==> src/design/kcl_pkg.sv <==
package kcl_pkg;

    // Entry store size
    localparam int MAX_KEYS_DEFAULT = 16;

    // Fixed field widths
    localparam int KEY_W       = 4;
    localparam int COUNT_W     = 5;
    localparam int FAIL_W      = 4;
    localparam int CODE_W      = 64;
    localparam int BLINK_W     = 16;
    localparam int ALARM_W     = 20;
    localparam int CFG_INDEX_W = 3;

    // Key codes
    localparam logic [KEY_W-1:0] KEY_CLEAR = 4'd14;
    localparam logic [KEY_W-1:0] KEY_ENTER = 4'd15;

    // Item modes
    localparam logic MODE_KEY  = 1'b0;
    localparam logic MODE_TICK = 1'b1;

    localparam logic [FAIL_W-1:0] FAIL_MAX = 4'd15;

    // Configuration reset values
    localparam logic [CODE_W-1:0]  CODE_KEYS_RST     = 64'h4321;
    localparam logic [COUNT_W-1:0] CODE_LENGTH_RST   = 5'd4;
    localparam logic [FAIL_W-1:0]  ATTEMPT_LIMIT_RST = 4'd3;
    localparam logic [BLINK_W-1:0] BLINK_TICKS_RST   = 16'd500;
    localparam logic [ALARM_W-1:0] ALARM_TICKS_RST   = 20'd30000;

    typedef enum logic [CFG_INDEX_W-1:0] {
        CFG_CODE_KEYS     = 3'd0,
        CFG_CODE_LENGTH   = 3'd1,
        CFG_ATTEMPT_LIMIT = 3'd2,
        CFG_BLINK_TICKS   = 3'd3,
        CFG_ALARM_TICKS   = 3'd4
    } cfg_index_t;

    // Entry unit -> alarm unit
    typedef struct packed {
        logic tick;
        logic granted;
        logic denied;
    } kcl_event_t;

    // Alarm unit -> result stage
    typedef struct packed {
        logic              first_warning;
        logic              alarm_started;
        logic              alarm_ended;
        logic              alarm_on;
        logic              alarm_led;
        logic [FAIL_W-1:0] failure_count;
    } kcl_status_t;

endpackage

==> src/design/kcl_in_if.sv <==
interface kcl_in_if;
    import kcl_pkg::*;

    logic             valid;
    logic             ready;
    logic             mode;
    logic [KEY_W-1:0] key_code;

    modport source (output valid, output mode, output key_code, input ready);
    modport sink   (input valid, input mode, input key_code, output ready);
endinterface

==> src/design/kcl_out_if.sv <==
interface kcl_out_if;
    import kcl_pkg::*;

    logic               valid;
    logic               ready;
    logic               granted;
    logic               denied;
    logic               first_warning;
    logic               alarm_started;
    logic               alarm_ended;
    logic               alarm_on;
    logic               alarm_led;
    logic               key_dropped;
    logic [COUNT_W-1:0] entered_count;
    logic [FAIL_W-1:0]  failure_count;

    modport source (
        output valid, output granted, output denied, output first_warning,
        output alarm_started, output alarm_ended, output alarm_on, output alarm_led,
        output key_dropped, output entered_count, output failure_count,
        input ready
    );
    modport sink (
        input valid, input granted, input denied, input first_warning,
        input alarm_started, input alarm_ended, input alarm_on, input alarm_led,
        input key_dropped, input entered_count, input failure_count,
        output ready
    );
endinterface

==> src/design/keypad_code_lock_with_alarm.sv <==
// An input transfer is held in the input register, passes through the update
// logic into the result register and transfers out from there. Throughput: one
// item per cycle; the input register, the single-pass update logic and the result
// register let a new key or tick follow every cycle while results are taken.
// Reset (rst_n, async, active low): entry length, failure count and alarm state
// clear, configuration returns to its defaults, both channel registers go empty.
// The entry key store itself is not reset; only entries below the length are read.
module keypad_code_lock_with_alarm #(
    parameter int MAX_KEYS = kcl_pkg::MAX_KEYS_DEFAULT
) (
    input  logic                            clk,
    input  logic                            rst_n,
    kcl_in_if.sink                          events,
    kcl_out_if.source                       results,
    input  logic                            cfg_we,
    input  logic [kcl_pkg::CFG_INDEX_W-1:0] cfg_index,
    input  logic [kcl_pkg::CODE_W-1:0]      cfg_data
);
    import kcl_pkg::*;

    // ---------------------------------------------------------------
    // Configuration registers; the user writes them only while the block is idle (unchecked)
    // ---------------------------------------------------------------
    logic [CODE_W-1:0]  code_keys_reg;
    logic [COUNT_W-1:0] code_length_reg;
    logic [FAIL_W-1:0]  attempt_limit_reg;
    logic [BLINK_W-1:0] blink_ticks_reg;
    logic [ALARM_W-1:0] alarm_ticks_reg;

    always_ff @(posedge clk or negedge rst_n)
    begin
        if (!rst_n)
        begin
            code_keys_reg     <= CODE_KEYS_RST;
            code_length_reg   <= CODE_LENGTH_RST;
            attempt_limit_reg <= ATTEMPT_LIMIT_RST;
            blink_ticks_reg   <= BLINK_TICKS_RST;
            alarm_ticks_reg   <= ALARM_TICKS_RST;
        end
        else if (cfg_we)
        begin
            // indexes past the list are ignored
            unique case (cfg_index_t'(cfg_index))
                CFG_CODE_KEYS:     code_keys_reg     <= cfg_data;
                CFG_CODE_LENGTH:   code_length_reg   <= cfg_data[COUNT_W-1:0];
                CFG_ATTEMPT_LIMIT: attempt_limit_reg <= cfg_data[FAIL_W-1:0];
                CFG_BLINK_TICKS:   blink_ticks_reg   <= cfg_data[BLINK_W-1:0];
                CFG_ALARM_TICKS:   alarm_ticks_reg   <= cfg_data[ALARM_W-1:0];
                default:           ;
            endcase
        end
    end

    // ---------------------------------------------------------------
    // Input register. fire = the held item goes through the update logic
    // this cycle, which needs the result register free or being drained.
    // ---------------------------------------------------------------
    logic             ev_valid_reg;
    logic             ev_valid_next;
    logic             ev_mode_reg;
    logic [KEY_W-1:0] ev_key_reg;
    logic             res_valid_reg;
    logic             res_valid_next;
    logic             fire;
    logic             ev_take;

    assign fire          = ev_valid_reg && (!res_valid_reg || results.ready);
    assign events.ready  = !ev_valid_reg || fire;
    assign ev_take       = events.valid && events.ready;
    assign ev_valid_next = ev_take || (ev_valid_reg && !fire);

    always_ff @(posedge clk or negedge rst_n)
    begin
        if (!rst_n)
        begin
            ev_valid_reg <= 1'b0;
        end
        else
        begin
            ev_valid_reg <= ev_valid_next;
        end
    end

    always_ff @(posedge clk)
    begin
        if (ev_take)
        begin
            ev_mode_reg <= events.mode;
            ev_key_reg  <= events.key_code;
        end
    end

    // ---------------------------------------------------------------
    // Update logic: entry store and compare, then failure/alarm state
    // ---------------------------------------------------------------
    kcl_event_t         evt;
    kcl_status_t        status;
    logic               dropped;
    logic [COUNT_W-1:0] entered;

    kcl_entry #(
        .MAX_KEYS (MAX_KEYS)
    ) u_entry (
        .clk           (clk),
        .rst_n         (rst_n),
        .fire          (fire),
        .mode          (ev_mode_reg),
        .key_code      (ev_key_reg),
        .code_keys     (code_keys_reg),
        .code_length   (code_length_reg),
        .evt           (evt),
        .key_dropped   (dropped),
        .entered_count (entered)
    );

    kcl_alarm u_alarm (
        .clk           (clk),
        .rst_n         (rst_n),
        .fire          (fire),
        .evt           (evt),
        .attempt_limit (attempt_limit_reg),
        .blink_ticks   (blink_ticks_reg),
        .alarm_ticks   (alarm_ticks_reg),
        .status        (status)
    );

    // ---------------------------------------------------------------
    // Result register
    // ---------------------------------------------------------------
    logic               granted_reg;
    logic               denied_reg;
    kcl_status_t        status_reg;
    logic               dropped_reg;
    logic [COUNT_W-1:0] entered_reg;

    assign res_valid_next = fire || (res_valid_reg && !results.ready);

    always_ff @(posedge clk or negedge rst_n)
    begin
        if (!rst_n)
        begin
            res_valid_reg <= 1'b0;
        end
        else
        begin
            res_valid_reg <= res_valid_next;
        end
    end

    always_ff @(posedge clk)
    begin
        if (fire)
        begin
            granted_reg <= evt.granted;
            denied_reg  <= evt.denied;
            status_reg  <= status;
            dropped_reg <= dropped;
            entered_reg <= entered;
        end
    end

    assign results.valid         = res_valid_reg;
    assign results.granted       = granted_reg;
    assign results.denied        = denied_reg;
    assign results.first_warning = status_reg.first_warning;
    assign results.alarm_started = status_reg.alarm_started;
    assign results.alarm_ended   = status_reg.alarm_ended;
    assign results.alarm_on      = status_reg.alarm_on;
    assign results.alarm_led     = status_reg.alarm_led;
    assign results.key_dropped   = dropped_reg;
    assign results.entered_count = entered_reg;
    assign results.failure_count = status_reg.failure_count;

`ifndef ASSERT_OFF
    // An enter is either granted or denied, never both
    a_verdict_excl: assert property (@(posedge clk) disable iff (!rst_n)
        res_valid_reg |-> !(granted_reg && denied_reg))
        else $error("granted and denied together");

    // A trigger leaves the alarm running; a lit LED needs a running alarm
    a_start_on: assert property (@(posedge clk) disable iff (!rst_n)
        res_valid_reg && (status_reg.alarm_started || status_reg.alarm_led)
        |-> status_reg.alarm_on)
        else $error("alarm flags without active alarm");

    // A dropped key means the store was already full
    a_drop_full: assert property (@(posedge clk) disable iff (!rst_n)
        res_valid_reg && dropped_reg |-> entered_reg == COUNT_W'(MAX_KEYS))
        else $error("key dropped with room left");

    // A processed item shows up on the result register next cycle
    a_fire_result: assert property (@(posedge clk) disable iff (!rst_n)
        fire |=> res_valid_reg)
        else $error("processed item lost");
`endif

endmodule

==> src/design/kcl_entry.sv <==
module kcl_entry #(
    parameter int MAX_KEYS = kcl_pkg::MAX_KEYS_DEFAULT
) (
    input  logic                        clk,
    input  logic                        rst_n,
    input  logic                        fire,
    input  logic                        mode,
    input  logic [kcl_pkg::KEY_W-1:0]   key_code,
    input  logic [kcl_pkg::CODE_W-1:0]  code_keys,
    input  logic [kcl_pkg::COUNT_W-1:0] code_length,
    output kcl_pkg::kcl_event_t         evt,
    output logic                        key_dropped,
    output logic [kcl_pkg::COUNT_W-1:0] entered_count
);
    import kcl_pkg::*;

    localparam int CNT_W = $clog2(MAX_KEYS + 1);
    localparam int IDX_W = $clog2(MAX_KEYS);

    logic [KEY_W-1:0] entry_keys_reg [MAX_KEYS];
    logic [CNT_W-1:0] entry_len_reg;
    logic [CNT_W-1:0] entry_len_next;
    logic             is_enter;
    logic             is_clear;
    logic             is_append;
    logic             has_room;
    logic             match;

    assign is_enter  = (mode == MODE_KEY) && (key_code == KEY_ENTER);
    assign is_clear  = (mode == MODE_KEY) && (key_code == KEY_CLEAR);
    assign is_append = (mode == MODE_KEY) && !is_enter && !is_clear;
    assign has_room  = entry_len_reg < CNT_W'(MAX_KEYS);

    // Entries past the current length are don't-care
    always_comb
    begin
        match = (COUNT_W'(entry_len_reg) == code_length);
        for (int i = 0; i < MAX_KEYS; i++)
        begin
            if ((CNT_W'(i) < entry_len_reg) && (entry_keys_reg[i] != code_keys[4*i +: 4]))
            begin
                match = 1'b0;
            end
        end
    end

    always_comb
    begin
        entry_len_next = entry_len_reg;
        if (is_enter || is_clear)
        begin
            entry_len_next = '0;
        end
        else if (is_append && has_room)
        begin
            entry_len_next = entry_len_reg + CNT_W'(1);
        end
    end

    assign evt.tick      = (mode == MODE_TICK);
    assign evt.granted   = is_enter && match;
    assign evt.denied    = is_enter && !match;
    assign key_dropped   = is_append && !has_room;
    assign entered_count = COUNT_W'(entry_len_next);

    always_ff @(posedge clk or negedge rst_n)
    begin
        if (!rst_n)
        begin
            entry_len_reg <= '0;
        end
        else if (fire)
        begin
            entry_len_reg <= entry_len_next;
        end
    end

    always_ff @(posedge clk)
    begin
        if (fire && is_append && has_room)
        begin
            entry_keys_reg[entry_len_reg[IDX_W-1:0]] <= key_code;
        end
    end

endmodule

==> src/design/kcl_alarm.sv <==
module kcl_alarm (
    input  logic                        clk,
    input  logic                        rst_n,
    input  logic                        fire,
    input  kcl_pkg::kcl_event_t         evt,
    input  logic [kcl_pkg::FAIL_W-1:0]  attempt_limit,
    input  logic [kcl_pkg::BLINK_W-1:0] blink_ticks,
    input  logic [kcl_pkg::ALARM_W-1:0] alarm_ticks,
    output kcl_pkg::kcl_status_t        status
);
    import kcl_pkg::*;

    logic [FAIL_W-1:0]  failures_reg;
    logic [FAIL_W-1:0]  failures_next;
    logic               active_reg;
    logic               active_next;
    logic [ALARM_W-1:0] alarm_rem_reg;
    logic [ALARM_W-1:0] alarm_rem_next;
    logic [BLINK_W-1:0] blink_rem_reg;
    logic [BLINK_W-1:0] blink_rem_next;
    logic               led_reg;
    logic               led_next;
    logic               warn;
    logic               started;
    logic               ended;

    always_comb
    begin
        failures_next  = failures_reg;
        active_next    = active_reg;
        alarm_rem_next = alarm_rem_reg;
        blink_rem_next = blink_rem_reg;
        led_next       = led_reg;
        warn           = 1'b0;
        started        = 1'b0;
        ended          = 1'b0;
        // plain keys and clear leave the alarm side untouched
        if (evt.tick)
        begin
            if (active_reg)
            begin
                if (alarm_rem_reg <= ALARM_W'(1))
                begin
                    active_next    = 1'b0;
                    alarm_rem_next = '0;
                    blink_rem_next = '0;
                    led_next       = 1'b0;
                    ended          = 1'b1;
                end
                else
                begin
                    alarm_rem_next = alarm_rem_reg - ALARM_W'(1);
                    if (blink_rem_reg <= BLINK_W'(1))
                    begin
                        led_next       = !led_reg;
                        blink_rem_next = blink_ticks;
                    end
                    else
                    begin
                        blink_rem_next = blink_rem_reg - BLINK_W'(1);
                    end
                end
            end
        end
        else if (evt.granted)
        begin
            failures_next = '0;
            if (active_reg)
            begin
                active_next    = 1'b0;
                alarm_rem_next = '0;
                blink_rem_next = '0;
                led_next       = 1'b0;
                ended          = 1'b1;
            end
        end
        else if (evt.denied)
        begin
            if (failures_reg < FAIL_MAX)
            begin
                failures_next = failures_reg + FAIL_W'(1);
            end
            warn = (failures_next == FAIL_W'(1));
            // retrigger restarts both timers and the blink phase
            if (failures_next >= attempt_limit)
            begin
                active_next    = 1'b1;
                alarm_rem_next = alarm_ticks;
                blink_rem_next = blink_ticks;
                led_next       = 1'b0;
                started        = 1'b1;
            end
        end
    end

    assign status.first_warning = warn;
    assign status.alarm_started = started;
    assign status.alarm_ended   = ended;
    assign status.alarm_on      = active_next;
    assign status.alarm_led     = active_next && led_next;
    assign status.failure_count = failures_next;

    always_ff @(posedge clk or negedge rst_n)
    begin
        if (!rst_n)
        begin
            failures_reg  <= '0;
            active_reg    <= 1'b0;
            alarm_rem_reg <= '0;
            blink_rem_reg <= '0;
            led_reg       <= 1'b0;
        end
        else if (fire)
        begin
            failures_reg  <= failures_next;
            active_reg    <= active_next;
            alarm_rem_reg <= alarm_rem_next;
            blink_rem_reg <= blink_rem_next;
            led_reg       <= led_next;
        end
    end

endmodule
==> src/flat_wrapper.sv <==
// flat-port wrapper written by rule: the top's interface ports become plain ports
module keypad_code_lock_with_alarm_flat import kcl_pkg::*;
#(
    parameter int MAX_KEYS = kcl_pkg::MAX_KEYS_DEFAULT
)
  (clk, rst_n, cfg_we, cfg_index, cfg_data, events_valid, events_mode, events_key_code, events_ready, results_valid, results_granted, results_denied, results_first_warning, results_alarm_started, results_alarm_ended, results_alarm_on, results_alarm_led, results_key_dropped, results_entered_count, results_failure_count, results_ready);
  kcl_in_if events_i ();
  kcl_out_if results_i ();
  input  logic clk;
  input  logic rst_n;
  input  logic cfg_we;
  input  logic [kcl_pkg::CFG_INDEX_W-1:0] cfg_index;
  input  logic [kcl_pkg::CODE_W-1:0] cfg_data;
  input wire logic [$bits(events_i.valid)-1:0] events_valid;
  input wire logic [$bits(events_i.mode)-1:0] events_mode;
  input wire logic [$bits(events_i.key_code)-1:0] events_key_code;
  output wire logic [$bits(events_i.ready)-1:0] events_ready;
  output wire logic [$bits(results_i.valid)-1:0] results_valid;
  output wire logic [$bits(results_i.granted)-1:0] results_granted;
  output wire logic [$bits(results_i.denied)-1:0] results_denied;
  output wire logic [$bits(results_i.first_warning)-1:0] results_first_warning;
  output wire logic [$bits(results_i.alarm_started)-1:0] results_alarm_started;
  output wire logic [$bits(results_i.alarm_ended)-1:0] results_alarm_ended;
  output wire logic [$bits(results_i.alarm_on)-1:0] results_alarm_on;
  output wire logic [$bits(results_i.alarm_led)-1:0] results_alarm_led;
  output wire logic [$bits(results_i.key_dropped)-1:0] results_key_dropped;
  output wire logic [$bits(results_i.entered_count)-1:0] results_entered_count;
  output wire logic [$bits(results_i.failure_count)-1:0] results_failure_count;
  input wire logic [$bits(results_i.ready)-1:0] results_ready;
  assign events_i.valid = events_valid;
  assign events_i.mode = events_mode;
  assign events_i.key_code = events_key_code;
  assign events_ready = events_i.ready;
  assign results_valid = results_i.valid;
  assign results_granted = results_i.granted;
  assign results_denied = results_i.denied;
  assign results_first_warning = results_i.first_warning;
  assign results_alarm_started = results_i.alarm_started;
  assign results_alarm_ended = results_i.alarm_ended;
  assign results_alarm_on = results_i.alarm_on;
  assign results_alarm_led = results_i.alarm_led;
  assign results_key_dropped = results_i.key_dropped;
  assign results_entered_count = results_i.entered_count;
  assign results_failure_count = results_i.failure_count;
  assign results_i.ready = results_ready;
  keypad_code_lock_with_alarm #(.MAX_KEYS(MAX_KEYS)) u_core (.clk(clk), .rst_n(rst_n), .events(events_i), .results(results_i), .cfg_we(cfg_we), .cfg_index(cfg_index), .cfg_data(cfg_data));
endmodule
==> config.mk <==
export PLATFORM = sky130hd
export DESIGN_NAME = keypad_code_lock_with_alarm_flat
export DESIGN_NICKNAME = d
export VERILOG_FILES = /design/src/design/kcl_pkg.sv /design/src/design/kcl_in_if.sv /design/src/design/kcl_out_if.sv /design/src/design/keypad_code_lock_with_alarm.sv /design/src/design/kcl_entry.sv /design/src/design/kcl_alarm.sv /design/src/flat_wrapper.sv
export SDC_FILE = /design/constraint.sdc
export NUM_CORES = 1
export LEC_CHECK = 0
export ABC_AREA = 1
export BUFFER_PORTS_ARGS = -buffer_cell sky130_fd_sc_hd__buf_2
export CAP_MARGIN = 25
export CORE_ASPECT_RATIO = 0.7
export CORE_MARGIN = 2
export CORE_UTILIZATION = 40
export CTS_CLUSTER_DIAMETER = 50
export DETAILED_ROUTE_END_ITERATION = 10
export GPL_TIMING_DRIVEN = 0
export PLACE_DENSITY = 0.61
export SYNTH_ARGS = -nofsm -noshare
export SYNTH_HDL_FRONTEND = slang
export SYNTH_SLANG_ARGS = --single-unit
==> constraint.sdc <==
create_clock -name clk -period 3.1 [get_ports clk]
set_input_delay 0.465 -clock clk [delete_from_list [all_inputs] [get_ports clk]]
set_output_delay 0.465 -clock clk [all_outputs]
set_load 0.02 [all_outputs]
### After elaboration in Yosys (flattened, before gate mapping)

Memories as Yosys holds them, arrays and structs flattened.
Cells that the tools add are included.

| cells by class | value |
|---|---|
| eq/ne operators | 26 |
| reduce and logical (&&, ||, !) cells | 55 |
| bitwise logic cells | 2 |
| order comparisons | 21 |
| add/subtract/negate cells | 4 |
| mux-type cells | 62 |

Operator list:

| cell | count |
|---|---|
| 20-bit two-way mux | 7 |
| 16-bit two-way mux | 8 |
| 4-bit != test | 16 |
| 4-bit by 5-bit < comparator with 1-bit output, first input constant | 8 |
| 1-bit two-way mux | 38 |
| 1-bit logical AND | 31 |
| 4-bit two-way mux | 7 |
| 20-bit by 1-bit <= comparator with 1-bit output, second input constant | 1 |
| 3-bit by 5-bit < comparator with 1-bit output, first input constant | 4 |
| 20-bit by 1-bit subtractor with 20-bit output, second input constant | 1 |
| 16-bit by 1-bit <= comparator with 1-bit output, second input constant | 1 |
| 16-bit by 1-bit subtractor with 16-bit output, second input constant | 1 |
| 1-bit by 5-bit < comparator with 1-bit output, first input constant | 2 |
| 2-bit by 5-bit < comparator with 1-bit output, first input constant | 2 |
| 5-bit two-way mux | 2 |
| 2-bit AND reduction | 5 |
| 1-bit zero test | 9 |
| 4-bit == test, second input constant | 2 |
| 3-bit by 2-bit == test with 1-bit output, second input constant | 2 |
| 3-bit nonzero test | 2 |
| 5-bit by 1-bit adder with 5-bit output, second input constant | 1 |
| 5-bit == test | 1 |
| 1-bit logical OR | 5 |
| 5-bit < comparator, second input constant | 1 |
| 11 further kinds | 13 |

| word-level totals | value |
|---|---|
| flip-flop bits (word level) | 180 |
| word-level logic and storage cells | 196 |
| memories kept | 1 |
| memory bits (writable) | 64 |
| output and inout bits | 19 |
| input port bits | 77 |

Memory list:

| memory | depth | bits a word | rd ports | clocked after Yosys merged registers in | write ports | RTL line | source |
|---|---|---|---|---|---|---|---|
| u_core.u_entry.entry_keys_reg | 16 | 4 | 16 | 0 | 1 | kcl_entry.sv:20 | `logic [KEY_W-1:0] entry_keys_reg [MAX_KEYS];` |

### Logic depth before layout (Yosys ltp)

| logic depth | value |
|---|---|
| depth after elaboration | 29 |
| depth in mapped cells | 19 |
| depth with buffers taken out | 18 |

### Cells and area by module

From an unflattened synthesis, not the netlist that was laid out.

| unflattened totals | value |
|---|---|
| cells, all modules | 1591 |
| area, all modules | 12584.6 um^2 |

Modules (own cells, without submodules):

| module | area an instance (um^2) | sequential area each (um^2) | cells each | instances |
|---|---|---|---|---|
| keypad_code_lock_with_alarm | 5124.9 | 3464.6 | 518 | 1 |
| kcl_entry | 3836.2 | 2047.0 | 477 | 1 |
| kcl_alarm | 3623.5 | 1051.0 | 596 | 1 |

### Least setup slack after synthesis

No wires, ideal clock.

| timing | value |
|---|---|
| kind | reg-to-reg |
| from | reg u_core.u_alarm.failures_reg[0] |
| to | reg u_core.u_alarm.blink_rem_reg[11] |
| path slack | 674 ps |
| path buffers | 1 |
| cell stages (with the launch flop) | 18 |
| clock period less this slack | 2426 ps |
| data arrival time | 2305 ps |
| cell sequence | dfrtp_1 -> ha_1 -> nand2_1 -> inv_1 -> nand2_1 -> o21ai_0 -> ha_1 -> inv_1 -> nor2_1 -> o21ai_0 -> nand2_1 -> a31oi_1 -> inv_1 -> nor2_2 -> nor2_8 -> buf_4 -> o21ai_0 -> nand2_1 |

| on the way | value |
|---|---|
| word-level cells in the longest chain between the ends | 8 |
| elaborated cells between the ends (all ways) | 9 |
| classes of those cells | 1 x add/sub; 2 x order compare; 4 x mux; 2 x reduce/logical |

RTL lines:

| item | RTL line | source |
|---|---|---|
| start, declared | kcl_alarm.sv:13 | `logic [FAIL_W-1:0] failures_reg;` |
| start signal, assigned | kcl_alarm.sv:115 | `failures_reg <= failures_next;` |
| 4-bit by 1-bit adder with 4-bit output or 4-bit < comparator (tied branches) | kcl_alarm.sv:81, kcl_alarm.sv:79 |  |
| 4-bit two-way mux * | kcl_alarm.sv:79 | `if (failures_reg < FAIL_MAX)` |
| 4-bit two-way mux * | kcl_alarm.sv:77 | `else if (evt.denied)` |
| 4-bit two-way mux * | kcl_alarm.sv:65 | `else if (evt.granted)` |
| 4-bit two-way mux * | kcl_alarm.sv:38 | `if (evt.tick)` |
| 4-bit >= comparator * | kcl_alarm.sv:85 | `if (failures_next >= attempt_limit)` |
| 3-bit nonzero test (no line) * | - |  |
| 5-bit AND reduction (no line) * | - |  |
| end signal, assigned | kcl_alarm.sv:118 | `blink_rem_reg <= blink_rem_next;` |
| end, declared | kcl_alarm.sv:19 | `logic [BLINK_W-1:0] blink_rem_reg;` |

Every way passes the cells marked *; elsewhere a longest branch is shown, timed or not. The select of a mux whose other input is x is not followed.
A chain may end at the register's enable or synchronous reset.

### Worst setup path after layout

| timing | value |
|---|---|
| from | reg u_core.u_alarm.failures_reg[0] |
| to | reg u_core.u_alarm.alarm_rem_reg[9] |

| on the way | value |
|---|---|
| word-level cells in the longest chain between the ends | 8 |
| elaborated cells between the ends (all ways) | 9 |
| classes of those cells | 1 x add/sub; 2 x order compare; 4 x mux; 2 x reduce/logical |

RTL lines:

| item | RTL line | source |
|---|---|---|
| 4-bit by 1-bit adder with 4-bit output or 4-bit < comparator (tied branches) | kcl_alarm.sv:81, kcl_alarm.sv:79 |  |
| 4-bit two-way mux * | kcl_alarm.sv:79 |  |
| 4-bit two-way mux * | kcl_alarm.sv:77 |  |
| 4-bit two-way mux * | kcl_alarm.sv:65 |  |
| 4-bit two-way mux * | kcl_alarm.sv:38 |  |
| 4-bit >= comparator * | kcl_alarm.sv:85 |  |
| 3-bit nonzero test (no line) * | - |  |
| 5-bit AND reduction (no line) * | - |  |
| end signal, assigned | kcl_alarm.sv:117 | `alarm_rem_reg <= alarm_rem_next;` |
| end, declared | kcl_alarm.sv:17 | `logic [ALARM_W-1:0] alarm_rem_reg;` |

Marks and branches as above.

==> flow_summary.yaml <==
status:
  status: "finished, final reports clean"
sta:
  fin_ws_ns: 0.2706
  slew_headroom: 0.3630
  period_minus_slack_ns: 2.829
  slew_violations: 0
  setup_viol: 0
  finalHoldViolCount: 0
  finalClockSkew_ns: 0.02463
  worstMarginPinSlew_ns: 0.9555
  timing.fmax_mhz: 353.4
  min_period_over_period: 0.9127
  rsz0062_at_grt: "no"
critical_path:
  reg2regPathDepth: 17
  arrival_ns: 3.30
  worstSetupEndpointType: "flip-flop"
  cp-start-kind: "flip-flop"
  r2r-start: "u_core.u_alarm.failures_reg[0]"
  r2r_setup_slack_ns: 0.27
  cp_max_fo: 10
  required_ns: 3.57
  r2r-end: "u_core.u_alarm.alarm_rem_reg[9]"
  path_class: "reg -> reg"
placed_design:
  pre_cts_ws_ns: -0.07736
  io_buffers: 95
  dp_cells: 1798
  routabilityCongestion: 0.8974
  detailed_place_hpwl_um: 21750
synth:
  synth_edf_count: 86
  postSynth.asyncResetShare: 0.6475
  netlist_instances: 1323
  netlist_area_sq_mm: 0.01174
  synth.distinct_cells: 40
  synth_top_area_frac: 0.2920
  ys_seq_elements: 244
  synth.area.top_cells: "dfrtp_1 (29%), edfxtp_1 (22%), nand2_1 (12%)"
  synth_top_area_cell: "dfrtp_1"
  yosys_most_used_dff: "dfrtp_1"
  ys_warn_count: 0
  syn_avg_cell_area_sq_um: 8.873
  syn_nets: 1413
  ys_seq_area_frac: 0.5590
cells_and_area:
  final-seq-area_sq_mm: 0.006563
  num_antenna_cells: 0
  multiInputGateArea_sq_mm: 0.004468
  fillers: 2757
  final_nets: 1542
  instances_no_fill: 1850
  area_delta_synth_final_pct: 16.79
  layout-drive-gt1-share: 0.1529
  fin_util: 0.4746
clock_tree:
  cts_buffers: 26
  h-tree-depth: 1
  cts_root_buf: "clkbuf_16"
  cts_tree: "yes"
  insertion_delay_ns: 0.55
  cts.sinks: 244
  clockBufferDepth: 3
  clkSlewWorstSetupHoldPaths_ns: 0.06
global_route:
  grt_pass1_wl_um: 47270
  grt_pass1_vias: 8568
  overflow: 0
  antenna_found_initial: 0
  grt_max_degree: 117
  grt.total_usage: 0.1968
pwr:
  p_sw_uw: 3561
  p_leak_uw: 0.006495
  peakVddDrop_mv: 0.3129
  power_density_mw_per_mm2: 779.7
  p_seq_frac: 0.425
  power.internal_uw: 7128
  combinationalPowerShare: 0.264
  p_clk_frac: 0.311
  power_switching_share: 0.3332
drt:
  vias: 9205
  met3_length_um: 2339
  highest_layer: "met4"
  wl_met2_um: 11810
  post-route-drc-count: 0
  dr.pass1.iters: 7
  drt_iter0_drc: 762
  wl_met1_um: 15060
  ant_nets: 0
  wl_per_cell_um: 16.11
  via_per_inst: 4.976
  wl_um: 29810
floorplan:
  dieHeight_um: 147.3
  die-area_sq_mm: 0.03075
  die_x_um: 208.8
  rows: 52
  top_level_ports: 96
  core_sq_mm: 0.02889
  floorplan.initialDensity: 0.4064
run:
  max_cap_viol_count: 0
worst_hold_path:
  hp-start: "events_key_code[1]"
  holdPathStages: 1
  whs_endpoint: "u_core.ev_key_reg[1]"
  min_path_type: "in -> reg"
worst max-delay path: stages (launching register included):
cell     delay, ns
dfrtp_1       0.40
ha_1          0.22
nand2_1       0.07
inv_1         0.05
o21ai_0       0.38
ha_1          0.32
nand2_1       0.06
inv_1         0.05
o21ai_0       0.06
nand2_1       0.06
a31oi_1       0.21
inv_1         0.14
nor2_4        0.18
nor2_8        0.09
inv_4         0.14
buf_4         0.21
nand2_1       0.07
nand2_1       0.06
cell type report:
cell class | count | share of cell area
Timing Repair Buffer | 101 | 0.04180
Clock inverter | 10 | 0.01186
Inverter | 146 | 0.04016
Multi-Input combinational cell | 896 | 0.3259
Tap cell | 378 | 0.03450
Clock buffer | 38 | 0.05522
Sequential cell | 244 | 0.4787
Buffer | 37 | 0.01186
cells in the mapped netlist, types with 2 or more instances:
cell	number
dfrtp_1	137
clkinv_1	3
o22ai_1	2
xnor2_1	20
nor2_1	153
or2_2	3
o21ai_0	113
xor2_1	44
nor2_2	2
buf_4	5
nand2_2	2
nand2_1	377
nor3_1	8
nor2_4	2
ha_1	13
nand3_1	50
o21ai_1	19
inv_2	7
edfxtp_1	86
a21oi_1	25
nand4_1	9
mux2_2	34
nor4_1	7
a31oi_1	2
buf_2	4
inv_1	135
dfstp_2	21
clkbuf_1	28
worst max-delay path by stage:
stage / from / slack, ns / endpoint / cells past startpoint
4_1_cts: u_core.u_alarm.failures_reg[0] / 0.17 / u_core.u_alarm.alarm_rem_reg[6] / 18
2_1_floorplan: u_core.u_alarm.failures_reg[0] / 0.67 / u_core.u_alarm.blink_rem_reg[11] / 17
5_1_grt: u_core.u_entry.entry_len_reg[0] / 0.03 / u_core.u_alarm.alarm_rem_reg[6] / 16
6_report: u_core.u_alarm.failures_reg[0] / 0.27 / u_core.u_alarm.alarm_rem_reg[9] / 17
3_5_place_dp: u_core.ev_key_reg[1] / -0.08 / u_core.u_alarm.alarm_rem_reg[12] / 12
3_3_place_gp: rst_n / -1.03 / u_core.u_alarm.failures_reg[1] / 1
cell usage in the layout (no fill, tap or decap), types with 2 or more instances in the layout:
cell / count
bufinv_16: 4
edfxtp_1: 86
o21ai_0: 112
xnor2_1: 20
xor2_1: 44
nand4_1: 9
clkinv_1: 4
clkbuf_16: 27
dfrtp_1: 137
inv_1: 135
clkbuf_1: 35
clkinv_2: 3
nand2_1: 377
buf_4: 8
nand3_1: 50
nor2_4: 3
o22ai_1: 2
nor2_1: 153
nand2_2: 2
o21ai_1: 20
ha_1: 13
a31oi_1: 2
inv_2: 7
buf_16: 2
a21oi_1: 25
dfstp_2: 21
buf_2: 98
or2_2: 3
mux2_2: 34
clkbuf_8: 4
nor4_1: 7
nor3_1: 8
through the flow:
stage | setup TNS (ns) | power [uW] | hold WS [ns] | instance area (sq um)
after global routing | 0 | 11390 | 0.07122 | 13710
final | 0 | 10690 | 0.09396 | 13710
after CTS | 0 | 10730 | 0.07001 | 13700
after detailed placement | -1.285 | 7367 | 0.3851 | 12750
after global placement | -139.96 | 7292 | 0.4682 | 12690
after floorplan | 0 | 6573 | 0.1694 | 11740
layer usage:
metal / GRT usage / vias up
li1: - / 4495
met1: 0.3119 / 4373
met2: 0.2692 / 292
met3: 0.04681 / 45
met4: 0.04214 / 0
met5: 0 / -
power groups by stage:
| stage | clock (uW) | sequential, uW | combinational (uW) |
|---|---|---|---|
| floorplan | 0 | 4480 | 2090 |
| global placement | 0 | 4590 | 2700 |
| detailed placement | 0 | 4600 | 2770 |
| CTS | 3390 | 4530 | 2810 |
| global route | 3530 | 4620 | 3240 |
| finish | 3320 | 4540 | 2830 |
what timing repair did:
| action | 4_1_cts | 5_1_grt |
|---|---|---|
| resized for setup | 0 | 2 |
| hold buffers | 1 | 0 |
| hold endpoints to repair | 40 | 0 |
| pin swaps | 0 | 0 |
| endpoints found under the setup margin | 21 | 21 |
| setup buffers | 3 | 0 |
cells by family after synthesis:
logic type / synth area share
AO/OA/AOI/OAI: 0.07109
buffers and inverters: 0.06076
AND/OR/NAND/NOR: 0.2149
adder cells (fa/ha/maj): 0.01386
XOR/XNOR: 0.04775
flip-flops: 0.5590
multiplexers: 0.03262
Power figures use the tool's default switching activity.
